[config.mk]
export PLATFORM = sky130hd
export DESIGN_NAME = jtag_tap_command_shifter
export DESIGN_NICKNAME = d
export VERILOG_FILES = /design/src/hw/rtl/jtag_pkg.sv /design/src/hw/rtl/jtag_front.sv /design/src/hw/rtl/jtag_queue.sv /design/src/hw/rtl/jtag_back.sv /design/src/hw/rtl/jtag_tap_command_shifter.sv
export SDC_FILE = /design/constraint.sdc
export NUM_CORES = 1
export LEC_CHECK = 0
export BUFFER_PORTS_ARGS = -buffer_cell sky130_fd_sc_hd__buf_2
export CAP_MARGIN = 10
export CORE_MARGIN = 2
export CORE_UTILIZATION = 50
export DETAILED_ROUTE_END_ITERATION = 16
export PLACE_DENSITY = 0.71
export SLEW_MARGIN = 30
export SYNTH_ARGS = -nofsm -noshare
export SYNTH_HDL_FRONTEND = slang
export SYNTH_SLANG_ARGS = --single-unit
[constraint.sdc]
create_clock -name clk_i -period 3.8 [get_ports clk_i]
set_input_delay 0.57 -clock clk_i [delete_from_list [all_inputs] [get_ports clk_i]]
set_output_delay 0.57 -clock clk_i [all_outputs]
set_load 0.01 [all_outputs]
[src/hw/rtl/jtag_pkg.sv]
`timescale 1ns / 1ps
package jtag_pkg;

  localparam int IR_BITS_DEFAULT        = 10;
  localparam int MAX_IDLE_TICKS_DEFAULT = 32;

  localparam int TICK_W      = 6;
  localparam int CAP_W       = 10;
  localparam int MAX_TICKS   = 32;
  localparam int RESET_TICKS = 5;
  localparam int IR_PATH_LEN = 5;
  localparam int IR_BASE     = RESET_TICKS + IR_PATH_LEN;
  localparam int DR_MAX      = 8;

  localparam logic [IR_PATH_LEN-1:0] IR_PATH = 5'b00110;

  localparam int QUEUE_DEPTH = 2;
  localparam int QPTR_W      = 1;

  localparam logic [2:0] OP_RESET = 3'd0;
  localparam logic [2:0] OP_PATH  = 3'd1;
  localparam logic [2:0] OP_IR    = 3'd2;
  localparam logic [2:0] OP_DR    = 3'd3;
  localparam logic [2:0] OP_IDLE  = 3'd4;

  typedef struct packed {
    logic [2:0]  op;
    logic [5:0]  count;
    logic [9:0]  pattern;
    logic        final_tms;
    logic [31:0] tdo_levels;
  } in_t;

  typedef struct packed {
    logic             tms_out;
    logic             tdi_out;
    logic             last_tick;
    logic [CAP_W-1:0] captured;
  } out_t;

  typedef struct packed {
    logic [TICK_W-1:0]    ticks;
    logic [MAX_TICKS-1:0] tms_bits;
    logic [MAX_TICKS-1:0] tdi_bits;
    logic [CAP_W-1:0]     cap;
  } cmd_t;

endpackage

[src/hw/rtl/jtag_front.sv]
`timescale 1ns / 1ps
module jtag_front import jtag_pkg::*; #(
  parameter int IR_BITS        = IR_BITS_DEFAULT,
  parameter int MAX_IDLE_TICKS = MAX_IDLE_TICKS_DEFAULT
) (
  input  logic in_valid_i,
  input  in_t  in_payload_i,
  output logic in_stall_o,
  input  logic q_full_i,
  output logic push_o,
  output cmd_t cmd_o
);

  localparam int IR_LEN   = (IR_BITS > MAX_TICKS - IR_BASE) ? (MAX_TICKS - IR_BASE) : IR_BITS;
  localparam int IR_TICKS = IR_BASE + IR_LEN;
  localparam logic [CAP_W-1:0] IR_MASK =
    (IR_LEN >= CAP_W) ? {CAP_W{1'b1}} : CAP_W'((32'h1 << IR_LEN) - 32'h1);
  localparam logic [MAX_TICKS-1:0] IR_TMS =
    MAX_TICKS'((32'h1 << RESET_TICKS) - 32'h1) | (MAX_TICKS'(IR_PATH) << RESET_TICKS)
    | (MAX_TICKS'(1) << (IR_TICKS - 1));
  localparam logic [TICK_W-1:0] IDLE_MAX = TICK_W'(MAX_IDLE_TICKS);
  localparam logic [TICK_W-1:0] DR_SAT   = TICK_W'(DR_MAX);

  logic [TICK_W-1:0] n_short;
  logic [TICK_W-1:0] n_idle;
  logic [7:0]        mask8;
  logic              known;

  always_comb begin
    if (in_payload_i.count == '0) begin
      n_short = TICK_W'(1);
    end else if (in_payload_i.count > DR_SAT) begin
      n_short = DR_SAT;
    end else begin
      n_short = in_payload_i.count;
    end
    if (in_payload_i.count == '0) begin
      n_idle = TICK_W'(1);
    end else if (in_payload_i.count > IDLE_MAX) begin
      n_idle = IDLE_MAX;
    end else begin
      n_idle = in_payload_i.count;
    end
    mask8 = 8'((9'h1 << n_short[3:0]) - 9'h1);
  end

  always_comb begin
    cmd_o = '0;
    known = 1'b1;
    case (in_payload_i.op)
      OP_RESET: begin
        cmd_o.ticks    = TICK_W'(RESET_TICKS);
        cmd_o.tms_bits = MAX_TICKS'((32'h1 << RESET_TICKS) - 32'h1);
      end
      OP_PATH: begin
        cmd_o.ticks    = n_short;
        cmd_o.tms_bits = MAX_TICKS'(in_payload_i.pattern[7:0]);
      end
      OP_IR: begin
        cmd_o.ticks    = TICK_W'(IR_TICKS);
        cmd_o.tms_bits = IR_TMS;
        cmd_o.tdi_bits = MAX_TICKS'(in_payload_i.pattern & IR_MASK) << IR_BASE;
        cmd_o.cap      = in_payload_i.tdo_levels[IR_BASE +: CAP_W] & IR_MASK;
      end
      OP_DR: begin
        cmd_o.ticks    = n_short;
        cmd_o.tms_bits = MAX_TICKS'(in_payload_i.final_tms) << (n_short - TICK_W'(1));
        cmd_o.tdi_bits = MAX_TICKS'(in_payload_i.pattern[7:0] & mask8);
        cmd_o.cap      = CAP_W'(in_payload_i.tdo_levels[7:0] & mask8);
      end
      OP_IDLE: begin
        cmd_o.ticks    = n_idle;
        cmd_o.tms_bits = {MAX_TICKS{in_payload_i.final_tms}};
      end
      default: begin
        known = 1'b0;
      end
    endcase
  end

  assign in_stall_o = q_full_i;
  assign push_o     = in_valid_i && !q_full_i && known;

endmodule

[src/hw/rtl/jtag_queue.sv]
`timescale 1ns / 1ps
module jtag_queue import jtag_pkg::*; (
  input  logic clk_i,
  input  logic rst_ni,
  input  logic push_i,
  input  cmd_t push_data_i,
  output logic full_o,
  input  logic pop_i,
  output logic empty_o,
  output cmd_t pop_data_o
);

  cmd_t              mem_q [QUEUE_DEPTH];
  logic [QPTR_W-1:0] wr_ptr_q, wr_ptr_d;
  logic [QPTR_W-1:0] rd_ptr_q, rd_ptr_d;
  logic [QPTR_W:0]   count_q, count_d;

  assign full_o     = (count_q == (QPTR_W+1)'(QUEUE_DEPTH));
  assign empty_o    = (count_q == '0);
  assign pop_data_o = mem_q[rd_ptr_q];

  always_comb begin
    wr_ptr_d = push_i ? wr_ptr_q + QPTR_W'(1) : wr_ptr_q;
    rd_ptr_d = pop_i ? rd_ptr_q + QPTR_W'(1) : rd_ptr_q;
    count_d  = count_q + (QPTR_W+1)'(push_i) - (QPTR_W+1)'(pop_i);
  end

  always_ff @(posedge clk_i or negedge rst_ni) begin
    if (!rst_ni) begin
      wr_ptr_q <= '0;
      rd_ptr_q <= '0;
      count_q  <= '0;
    end else begin
      wr_ptr_q <= wr_ptr_d;
      rd_ptr_q <= rd_ptr_d;
      count_q  <= count_d;
    end
  end

  always_ff @(posedge clk_i) begin
    if (push_i) begin
      mem_q[wr_ptr_q] <= push_data_i;
    end
  end

endmodule

[src/hw/rtl/jtag_back.sv]
`timescale 1ns / 1ps
module jtag_back import jtag_pkg::*; (
  input  logic clk_i,
  input  logic rst_ni,
  input  logic q_empty_i,
  input  cmd_t q_data_i,
  output logic pop_o,
  output logic busy_o,
  output logic out_valid_o,
  output out_t out_payload_o,
  input  logic out_stall_i
);

  logic                 busy_q, busy_d;
  logic [TICK_W-1:0]    left_q, left_d;
  logic [MAX_TICKS-1:0] tms_q, tms_d;
  logic [MAX_TICKS-1:0] tdi_q, tdi_d;
  logic [CAP_W-1:0]     cap_q, cap_d;
  logic                 out_valid_q, out_valid_d;
  out_t                 out_q, out_d;
  logic                 emit;
  logic                 last;

  assign pop_o  = !busy_q && !q_empty_i;
  assign emit   = busy_q && (!out_valid_q || !out_stall_i);
  assign last   = (left_q == TICK_W'(1));
  assign busy_o = busy_q;

  always_comb begin
    busy_d      = busy_q;
    left_d      = left_q;
    tms_d       = tms_q;
    tdi_d       = tdi_q;
    cap_d       = cap_q;
    out_d       = out_q;
    out_valid_d = out_valid_q && out_stall_i;
    if (pop_o) begin
      busy_d = 1'b1;
      left_d = q_data_i.ticks;
      tms_d  = q_data_i.tms_bits;
      tdi_d  = q_data_i.tdi_bits;
      cap_d  = q_data_i.cap;
    end else if (emit) begin
      out_valid_d     = 1'b1;
      out_d.tms_out   = tms_q[0];
      out_d.tdi_out   = tdi_q[0];
      out_d.last_tick = last;
      out_d.captured  = last ? cap_q : '0;
      tms_d           = tms_q >> 1;
      tdi_d           = tdi_q >> 1;
      left_d          = left_q - TICK_W'(1);
      busy_d          = !last;
    end
  end

  always_ff @(posedge clk_i or negedge rst_ni) begin
    if (!rst_ni) begin
      busy_q      <= 1'b0;
      out_valid_q <= 1'b0;
    end else begin
      busy_q      <= busy_d;
      out_valid_q <= out_valid_d;
    end
  end

  always_ff @(posedge clk_i) begin
    left_q <= left_d;
    tms_q  <= tms_d;
    tdi_q  <= tdi_d;
    cap_q  <= cap_d;
    out_q  <= out_d;
  end

  assign out_valid_o   = out_valid_q;
  assign out_payload_o = out_q;

endmodule

[src/hw/rtl/jtag_tap_command_shifter.sv]
`timescale 1ns / 1ps
// JTAG TAP master command shifter.
// Input channel: one command per transfer (reset, TMS path, IR shift, DR shift,
// idle ticks) together with the TDO levels seen on its ticks. Output channel:
// one transfer per TCK tick with the TMS and TDI levels; the final tick of a
// command has last_tick set and carries the captured TDO data bits.
// A decoder turns each command into TMS/TDI tick vectors and a tick count and
// writes them into a two-entry queue; a shifter plays them out one tick per
// cycle into an output register while the receiver does not stall.
// A command passes from the queue into the shifter, and each tick from the
// shifter into the output register; the shifter takes a command from the queue
// only while idle, so it loads the next command after the last tick of this one.
// Commands with an undefined op are accepted and produce no ticks.
// When the receiver stalls, the output register holds its tick and the shifter
// waits; the input stalls only while the queue is full.
// Reset empties the queue and the output register; no clearing pass is needed.
module jtag_tap_command_shifter import jtag_pkg::*; #(
  parameter int IR_BITS        = IR_BITS_DEFAULT,
  parameter int MAX_IDLE_TICKS = MAX_IDLE_TICKS_DEFAULT
) (
  input  logic clk_i,
  input  logic rst_ni,
  input  logic in_valid_i,
  input  in_t  in_payload_i,
  output logic in_stall_o,
  output logic out_valid_o,
  output out_t out_payload_o,
  input  logic out_stall_i
);

  logic push;
  cmd_t push_cmd;
  logic q_full;
  logic q_empty;
  logic pop;
  cmd_t pop_cmd;
  logic busy;

  jtag_front #(
    .IR_BITS        (IR_BITS),
    .MAX_IDLE_TICKS (MAX_IDLE_TICKS)
  ) u_front (
    .in_valid_i   (in_valid_i),
    .in_payload_i (in_payload_i),
    .in_stall_o   (in_stall_o),
    .q_full_i     (q_full),
    .push_o       (push),
    .cmd_o        (push_cmd)
  );

  jtag_queue u_queue (
    .clk_i       (clk_i),
    .rst_ni      (rst_ni),
    .push_i      (push),
    .push_data_i (push_cmd),
    .full_o      (q_full),
    .pop_i       (pop),
    .empty_o     (q_empty),
    .pop_data_o  (pop_cmd)
  );

  jtag_back u_back (
    .clk_i         (clk_i),
    .rst_ni        (rst_ni),
    .q_empty_i     (q_empty),
    .q_data_i      (pop_cmd),
    .pop_o         (pop),
    .busy_o        (busy),
    .out_valid_o   (out_valid_o),
    .out_payload_o (out_payload_o),
    .out_stall_i   (out_stall_i)
  );

  a_capture_only_last: assert property (@(posedge clk_i) disable iff (!rst_ni)
    out_valid_o && !out_payload_o.last_tick |-> out_payload_o.captured == '0)
    else $error("captured data on a tick that is not the last");

  a_hold_when_stalled: assert property (@(posedge clk_i) disable iff (!rst_ni)
    out_valid_o && out_stall_i |=> out_valid_o && $stable(out_payload_o))
    else $error("stalled tick dropped or changed");

  a_known_op_queued: assert property (@(posedge clk_i) disable iff (!rst_ni)
    in_valid_i && !in_stall_o && (in_payload_i.op <= OP_IDLE) |=> !q_empty || busy)
    else $error("accepted command lost between decoder and shifter");

  a_pop_only_idle: assert property (@(posedge clk_i) disable iff (!rst_ni)
    pop |-> !busy && !q_empty)
    else $error("queue popped while shifter busy or queue empty");

endmodule
==> results of run 1 <==
state kept, by name, summed over array words and instances (netlist names):
name                  cells
u_queue.mem_q           132
u_back.tms_q             32
u_back.tdi_q             20
u_back.out_payload_o     13
u_back.cap_q             10
u_back.left_q             6
u_queue.count_q           2
u_back.busy_o             1
u_back.out_valid_o        1
u_queue.rd_ptr_q          1
u_queue.wr_ptr_q          1
cell families after synthesis:
logic type	after synthesis	synth area share, %
adders and majority gates	10	1.37
buffers and inverters	44	2.24
xor gates and xnor gates	10	0.961
DFF	219	71.8
muxes	63	7.07
AOI/OAI and AO/OA	100	6.91
and+or+nand+nor	177	9.62
stage by stage:
stage               power (mW)  hold WS [ns]  area (µm²)  instances
global placement          4.06         0.395        9630        882
global route              6.58         0.302       10400        925
detailed placement        4.10         0.404        9630        882
floorplan                 3.83         0.274        9120        623
finish                    6.33         0.299       10400        925
CTS                       6.39         0.279       10400        925
cell type report:
type	instances	area, µm²
Clock buffer	26	587
Clock inverter	16	195
Fill cell	1400	7480
Inverter	8	31.3
Multi-Input combinational cell	360	2380
Sequential cell	219	6550
Tap cell	229	287
Timing Repair Buffer	67	394
layout by cell type, fill, tap and decap left out, types with 10 or more instances in the layout:
cell       count
nor2_1        37
and2_1        27
mux2i_1       52
clkbuf_16     23
buf_2         56
nand2_1       68
o21ai_0       56
ha_1          10
edfxtp_1     213
mux2_2        11
report_power, final:
group | total (mW) | internal, mW | switching [mW]
Combinational | 0.832 | 0.353 | 0.479
Sequential | 3.22 | 3.04 | 0.177
Clock | 2.28 | 1.39 | 0.892
Total | 6.33 | 4.79 | 1.55
final timing paths:
kind / from / slack (ns) / endpoint / cells past startpoint
setup / recovery: in_payload_i[46] / 1.37 / u_queue.mem_q[0][4] / 11
hold / removal: out_stall_i / 0.30 / u_back.out_valid_o / 3
setup reg to reg: u_back.out_valid_o / 1.57 / u_back.tms_q[3] / 4
hold reg to reg: u_back.tdi_q[0] / 0.42 / u_back.out_payload_o[11] / 0
max in group asynchronous: rst_ni / 3.21 / u_queue.rd_ptr_q / 2
min in group asynchronous: rst_ni / 0.43 / u_queue.rd_ptr_q / 2
per-layer routing:
| metal | part of all wire [%] | wire length (µm) | track usage [%] |
|---|---|---|---|
| met1 | 44 | 7390 | 23.4 |
| met2 | 49 | 8360 | 29.5 |
| met3 | 4.6 | 781 | 2.69 |
| met4 | 2.5 | 417 | 5.21 |
| met5 | 0 | 0 | 0 |
critical path, cell delays in order:
cell	delay (ns)
buf_2	0.16
nor3_4	0.31
o21ai_4	0.16
clkinv_2	0.10
ha_1	0.23
nand2_1	0.08
ha_1	0.30
nor4_1	0.30
mux2_2	0.22
a21oi_1	0.09
o21ai_0	0.24
==> run_results.csv, run 1 <==
group,metric,value,unit
worst_setup_path,crit_arrival,2.77,ns
timing,max_freq,0.412,GHz
layout,diodes,0,
power_and_ir_drop,ir_drop,449,µV
power_and_ir_drop,power_leakage,3.81,nW
synth,synthCells,623,
synth,async_reset_ff_share,2.74,%
floorplan,die_w,139,µm
route,totalWireLength,16900,µm
synth,ys_seq_area_share,71.8,%
place,hpwlAfterDp,10000,µm
global_routing,grt_pass1_vias,5210,
route,drt_iter0_markers,432,
timing,drv_slew,0,
floorplan,die_h,139,µm
synth,yosys.cell_count.top_type,"edfxtp_1",
synth,synth_enable_flop_cells,213,
worst_hold_path,hold_class,"in -> reg",
global_routing,grt_first_pass_wirelength,26800,µm
worst_setup_path,crit_required,4.14,ns
clock_tree,cts_tree,"yes",
synth,synthTopCellsByCount,"213 x edfxtp_1, 68 x nand2_1, 56 x o21ai_0",
global_routing,track_usage,17.4,%
synth,synthesis.area,0.00911,mm²
clock_tree,cts_buffer_depth,3,
place,globalplace.congestion,0.837,
place,io_buffer_count,56,
synth,synth_cell_types,50,
layout,area_delta_synth_final,14.4,%
synth,yosysWarnings,0,
timing,fin_crit,2.43,ns
clock_tree,cts_buffers,23,
clock_tree,post_cts_buffers,0,
power_and_ir_drop,powerDensity,608,mW/mm²
worst_setup_path,crit_type,"in -> reg",
place,place_ws,0.871,ns
job,maxCapViolCount,0,
synth,syn_nets,689,
route,wl_per_cell,18.3,µm
floorplan,start_util,50.9,%
layout,final_util,58.2,%
timing,relSlewSlack,47.3,%
timing,tightest_slew,0.790,ns
floorplan,dieArea,0.0193,mm²
outcome,status,"finished clean",
clock_tree,root_buffer,"clkbuf_16",
floorplan,ioPinCount,71,
global_routing,grt_antenna_before_repair,0,
timing,setup_viol,0,
clock_tree,clk_pin_slew,0.07,ns
clock_tree,postCtsHoldBufs,1,
floorplan,core_area,0.0179,mm²
synth,synth_top_area_share,70.2,%
clock_tree,htreeDepth,1,
worst_setup_path,end_kind,"register",
floorplan,rows,49,
route,viasPerCell,5.54,
layout,fin_nets,745,
worst_setup_path,start_kind,"input pin",
route,drc,0,
global_routing,grt_max_degree,114,
synth,synth-main-ff-cell,"edfxtp_1",
synth,synth_largest_area_cell,"edfxtp_1",
clock_tree,cts.sinks,219,
layout,drive_gt1_share,19.5,%
timing,tns,0,ns
synth,synth_area_leaders,"edfxtp_1 70%, mux2i_1 5.7%, o21ai_0 3.1%, nand2_1 2.8%, and2_1 1.9%",
synth,synth.avg_cell_area,14.6,µm²
worst_setup_path,cp_max_fo,7,
global_routing,grt-ovfl-total,0,
timing,setup_slack,1.37,ns
timing,rsz0062_at_grt,"no",
synth,ys_ff_latch,219,
clock_tree,worstSkewPairLatency,0.51,ns
timing,skew,0.0228,ns
route,drtAntennaViolNets,0,
timing,hold_viol_final,0,
route,num_vias,5126,
route,drt_pass1_iterations,5,
clock_tree,cts_resized,0,
timing,post-route-period-util,63.9,%
Note: power is estimated with default switching activity, not from simulation.
==> run 2, diff against run 1 <==
- ABC_AREA: unset -> 1
- PLACE_DENSITY: 0.71 -> 0.68
- clock period: 3.8 -> 2.5 ns (I/O delays scaled with it)
==> run_results.csv, run 2 <==
group,metric,value,unit
synth,async_reset_ff_share,2.74,%
place,place_ws,0.150,ns
synth,synth_top_area_share,69.2,%
timing,fin_crit,1.86,ns
layout,fin_nets,939,
synth,synthesis.area,0.00924,mm²
route,num_vias,5758,
timing,post-route-period-util,74.4,%
power_and_ir_drop,power_leakage,4.44,nW
route,wl_per_cell,15.9,µm
clock_tree,cts_buffers,23,
worst_setup_path,reg2reg_slack,0.70,ns
synth,synthTopCellsByCount,"213 x edfxtp_1, 208 x nand2_1, 106 x nor2_1",
clock_tree,worstSkewPairLatency,0.50,ns
layout,top_register,"u_queue.mem_q",
clock_tree,cts_resized,0,
place,hpwlAfterDp,11200,µm
synth,synth_cell_types,36,
worst_setup_path,cp_max_fo,7,
worst_hold_path,min_from,"out_stall_i",
route,totalWireLength,17700,µm
synth,synth-main-ff-cell,"edfxtp_1",
timing,max_freq,0.537,GHz
floorplan,dieArea,0.0196,mm²
outcome,status,"finished clean",
place,post_dp_cell_area,0.00989,mm²
route,drtAntennaViolNets,0,
clock_tree,htreeDepth,1,
layout,diodes,0,
power_and_ir_drop,powerDensity,928,mW/mm²
global_routing,grt_antenna_before_repair,0,
global_routing,grt_first_pass_wirelength,28100,µm
synth,yosys.cell_count.top_type,"edfxtp_1",
floorplan,ioPinCount,71,
route,drt_pass1_iterations,6,
power_and_ir_drop,ir_drop,1070,µV
layout,layout_common_cells,"213 x edfxtp_1, 208 x nand2_1, 104 x nor2_1",
power_and_ir_drop,total_power,9.96,mW
synth,syn_nets,870,
timing,setup_slack,0.639,ns
synth,synth_largest_area_cell,"edfxtp_1",
synth,yosysWarnings,0,
layout,reg_top3,"u_queue.mem_q (132), u_back.tms_q (32), u_back.tdi_q (20)",
worst_setup_path,crit_type,"in -> reg",
synth,synth_area_leaders,"edfxtp_1 69%, nand2_1 8.4%, nor2_1 4.3%, inv_1 3.5%, a31oi_1 3.5%",
clock_tree,root_buffer,"clkbuf_16",
worst_setup_path,path_delay_family,"simple AND/OR/NAND/NOR gates",
worst_setup_path,worst-path-buf-inv,5,
floorplan,die_h,140,µm
timing,relSlewSlack,59.4,%
timing,holdWs,0.0939,ns
worst_setup_path,rr_startpoint,"u_queue.count_q[1]",
timing,drv_slew,0,
timing,rsz0062_at_grt,"no",
clock_tree,post_cts_buffers,0,
route,drt_iter0_markers,397,
worst_setup_path,start_kind,"input pin",
floorplan,start_util,51.3,%
worst_setup_path,crit_path_max_incr_delay,0.22,ns
worst_setup_path,path_common_cell,"nand2_1",
worst_setup_path,worstPathCellList,"buf_2 -> inv_2 -> nand3_2 -> a21oi_4 -> inv_2 -> ha_1 -> nand2_1 -> nor2_2 -> inv_1 -> ha_1 -> nand2_1 -> inv_1 -> nand2_1 -> nand2_1 -> nand3b_1 -> nand2_1",
clock_tree,clk_pin_slew,0.06,ns
layout,largest_reg_flops,132,
global_routing,grt_max_degree,67,
route,drc,0,
synth,synthCells,804,
timing,skew,0.0191,ns
layout,drive_gt1_share,15.5,%
place,io_buffer_count,56,
layout,fin_area,0.0107,mm²
layout,area_delta_synth_final,16.1,%
layout,final_util,59.5,%
synth,ys_ff_latch,219,
worst_setup_path,end_kind,"register",
clock_tree,cts_tree,"yes",
synth,synth.avg_cell_area,11.5,µm²
layout,mostFrequentLayoutCell,"edfxtp_1",
timing,tightest_slew,0.609,ns
floorplan,core_area,0.0180,mm²
worst_setup_path,crit_required,2.74,ns
worst_setup_path,crit_slowest_cell,"ha_1",
timing,hold_viol_final,0,
global_routing,grt_pass1_vias,5503,
synth,ys_seq_area_share,70.8,%
job,maxCapViolCount,0,
worst_setup_path,crit_start,"in_payload_i[45]",
route,viasPerCell,5.15,
place,globalplace.congestion,0.878,
clock_tree,cts.sinks,219,
global_routing,grt-ovfl-total,0,
worst_setup_path,crit_arrival,2.10,ns
synth,synth_enable_flop_cells,213,
clock_tree,cts_buffer_depth,3,
floorplan,die_w,140,µm
worst_hold_path,hold_class,"in -> reg",
floorplan,rows,49,
timing,setup_viol,0,
clock_tree,postCtsHoldBufs,1,
global_routing,track_usage,18.1,%
[run 2: cell type report]
class | count | area, µm²
multi-input cells | 463 | 2230
inverters | 90 | 338
flip-flops and latches | 219 | 6550
clock buffers | 25 | 583
well taps | 229 | 287
fillers | 1454 | 7290
repair buffers | 76 | 495
clock inverters | 15 | 246
[run 2: routing by layer]
layer | GRT usage (%) | vias to the layer above | share of wire, %
met4 | 5.63 | 0 | 2.4
met3 | 3.25 | 30 | 5.8
met2 | 29.8 | 160 | 47
met1 | 24.9 | 2704 | 45
li1 | - | 2864 | -
met5 | 0 | - | 0
[run 2: where the power goes]
part / total [mW] / internal [mW] / leakage (nW) / switching [mW]
Sequential: 4.76 / 4.63 / 2.09 / 0.127
Combinational: 1.48 / 0.426 / 1.94 / 1.05
Clock: 3.72 / 2.39 / 0.409 / 1.32
Total: 9.96 / 7.45 / 4.44 / 2.51
[run 2: metrics by stage]
step                setup TNS [ns]  cells
global route                     0   1117
detailed placement               0   1076
finish                           0   1117
CTS                              0   1117
floorplan                   -76.92    804
global placement                 0   1076
[run 2: cells by family (layout without fill, tap and decap cells)]
logic type	after synthesis	in the layout	synth area share, %
muxes	1	1	0.122
and+or+nand+nor	363	363	16.0
AOI/OAI and AO/OA	80	80	5.51
adders and majority gates	10	10	1.35
xor gates and xnor gates	9	9	0.934
buffers and inverters	122	206	5.28
DFF	219	219	70.8
[run 2: worst paths after layout]
path                            depth (start not counted)                  endpoint
min in group asynchronous                               2        u_queue.count_q[1]
max in group asynchronous                               2          u_queue.rd_ptr_q
worst max register to register                          5      u_queue.mem_q[0][63]
worst min-delay path                                    3        u_back.out_valid_o
worst min register to register                          0  u_back.out_payload_o[11]
worst max-delay path                                   16       u_queue.mem_q[1][6]
[run 2: worst min-delay path: cells and delay by family]
family,cells,cell delay [ns]
buffers and inverters,1,0.10
AND/OR/NAND/NOR,2,0.09
==> run 3, diff against run 2 <==
- clock period: 2.5 -> 1.8 ns (I/O delays scaled with it)
==> run_results.csv, run 3 (synthesis gave the netlist of run 2 again) <==
group,metric,value,unit
timing,holdWs,0.0106,ns
worst_setup_path,path_delay_family,"simple AND/OR/NAND/NOR gates",
worst_setup_path,worstPathCellList,"inv_2 -> nor2_2 -> or3_4 -> nor2_4 -> buf_12",
timing,drv_slew,0,
clock_tree,root_buffer,"clkbuf_16",
worst_hold_path,whs_path_depth,3,
timing,relSlewSlack,74.0,%
worst_setup_path,crit_type,"reg -> reg",
worst_setup_path,rr_endpoint,"u_queue.mem_q[1][12]",
worst_setup_path,start_kind,"register",
layout,mostFrequentLayoutCell,"edfxtp_1",
layout,ff_latch_area,0.00655,mm²
global_routing,grt_use_met3,2.84,%
clock_tree,cts_buffers,23,
worst_setup_path,reg2regPathDepth,5,
clock_tree,cts_buffer_depth,3,
clock_tree,cts.sinks,219,
floorplan,start_util,51.3,%
global_routing,grt_first_pass_wirelength,29800,µm
place,io_buffer_count,56,
outcome,status,"finished clean",
layout,layoutNonFillerInstCount,1163,
layout,area_delta_synth_final,19.9,%
route,drc,0,
place,dp.cells,1126,
global_routing,track_usage,19.2,%
layout,layout_common_cells,"213 x edfxtp_1, 206 x nand2_1, 102 x nor2_1",
worst_setup_path,crit_arrival,1.92,ns
route,viasPerCell,5.11,
power_and_ir_drop,total_power,13.1,mW
place,hpwlAfterDp,12900,µm
layout,final_util,61.5,%
worst_setup_path,cp_max_fo,27,
layout,top_register,"u_queue.mem_q",
timing,skew,0.00945,ns
route,drt_pass1_iterations,5,
route,totalWireLength,18600,µm
worst_setup_path,crit_required,1.99,ns
worst_setup_path,crit_start,"u_queue.count_q[1]",
layout,reg_top3,"u_queue.mem_q (132), u_back.tms_q (32), u_back.tdi_q (20)",
global_routing,grt-ovfl-total,0,
power_and_ir_drop,powerDensity,1180,mW/mm²
layout,multi_input_area,0.00231,mm²
route,num_vias,5945,
floorplan,ioPinCount,71,
global_routing,top_usage_layer,"met2",
global_routing,use_met1,25.4,%
layout,drive_gt1_share,21.1,%
global_routing,grt_antenna_before_repair,0,
route,wl_per_cell,16.0,µm
global_routing,grtUsageMet2,33.8,%
worst_setup_path,crit_slowest_cell,"or3_4",
timing,setup_viol,0,
route,drt_iter0_markers,433,
clock_tree,htreeDepth,1,
floorplan,core_area,0.0180,mm²
worst_hold_path,whs_endpoint,"u_back.out_valid_o",
worst_hold_path,min_from,"out_stall_i",
worst_setup_path,crit_path_max_incr_delay,0.42,ns
timing,hold_viol_final,0,
layout,largest_reg_flops,132,
place,globalplace.congestion,0.877,
global_routing,grt_pass1_vias,5895,
floorplan,rows,49,
worst_setup_path,reg2reg_slack,0.07,ns
worst_setup_path,end_kind,"register",
floorplan,die_w,140,µm
worst_setup_path,rr_startpoint,"u_queue.count_q[1]",
layout,fin_nets,989,
job,maxCapViolCount,0,
clock_tree,worstSkewPairLatency,0.49,ns
worst_hold_path,hold_class,"in -> reg",
floorplan,die_h,140,µm
layout,diodes,0,
clock_tree,cts_tree,"yes",
worst_setup_path,worst-path-buf-inv,2,
clock_tree,post_cts_buffers,0,
clock_tree,clk_pin_slew,0.06,ns
timing,max_freq,0.578,GHz
power_and_ir_drop,ir_drop,888,µV
route,drtAntennaViolNets,0,
floorplan,dieArea,0.0196,mm²
power_and_ir_drop,power_leakage,4.61,nW
timing,post-route-period-util,96.2,%
timing,tightest_slew,0.388,ns
timing,rsz0062_at_grt,"no",
timing,fin_crit,1.73,ns
layout,n_fill_cell,1418,
global_routing,grt_max_degree,44,
## run 3: metal layers
layer  wire, µm  vias to the layer above
met5          0                        -
met2       9360                      147
met4        280                        0
met3       1000                       22
li1           -                     2961
met1       7990                     2815
## run 3: layout make-up
type,instances,share of cell area (%)
Inverter,90,3.08
Clock buffer,33,5.80
Tap cell,229,2.59
Sequential cell,219,59.1
Clock inverter,3,0.147
Timing Repair Buffer,126,8.42
Multi-Input combinational cell,463,20.9
## run 3: how the worst max path moves through the flow
stage / endpoint / slack, ns / cells after the start
after CTS: u_queue.mem_q[1][22] / 0.05 / 5
final: u_queue.mem_q[1][12] / 0.07 / 5
after floorplan: u_queue.mem_q[1][0] / -0.55 / 4
after global routing: u_back.tdi_q[15] / 0.01 / 6
after global placement: u_queue.mem_q[0][5] / -0.20 / 15
after detailed placement: u_queue.mem_q[0][6] / -0.25 / 15
## run 3: report_power, final
part | internal (mW) | switching (mW)
Combinational | 0.752 | 1.53
Sequential | 6.43 | 0.185
Clock | 2.45 | 1.77
## run 3: what timing repair did
item | 4_1_cts | 5_1_grt
hold buffers | 1 | 0
resized for setup | 0 | 0
endpoints found under the hold margin | 6 | 0
setup endpoints to repair | 0 | 18
## run 3: stage by stage
| step | area [µm²] | worst slack, ns | TNS [ns] |
|---|---|---|---|
| final | 11100 | 0.0691 | 0 |
| after global routing | 11100 | 0.0123 | 0 |
| after CTS | 11100 | 0.0484 | 0 |
| after detailed placement | 10400 | -0.248 | -9.30 |
| after global placement | 10400 | -0.202 | -7.45 |
| after floorplan | 9350 | -0.550 | -71.67 |
## run 3: tightest hold or removal path, delay by kind of cell
kind	cells	cell delay, ns
AND/OR/NAND/NOR	2	0.10
buffers and inverters	1	0.11
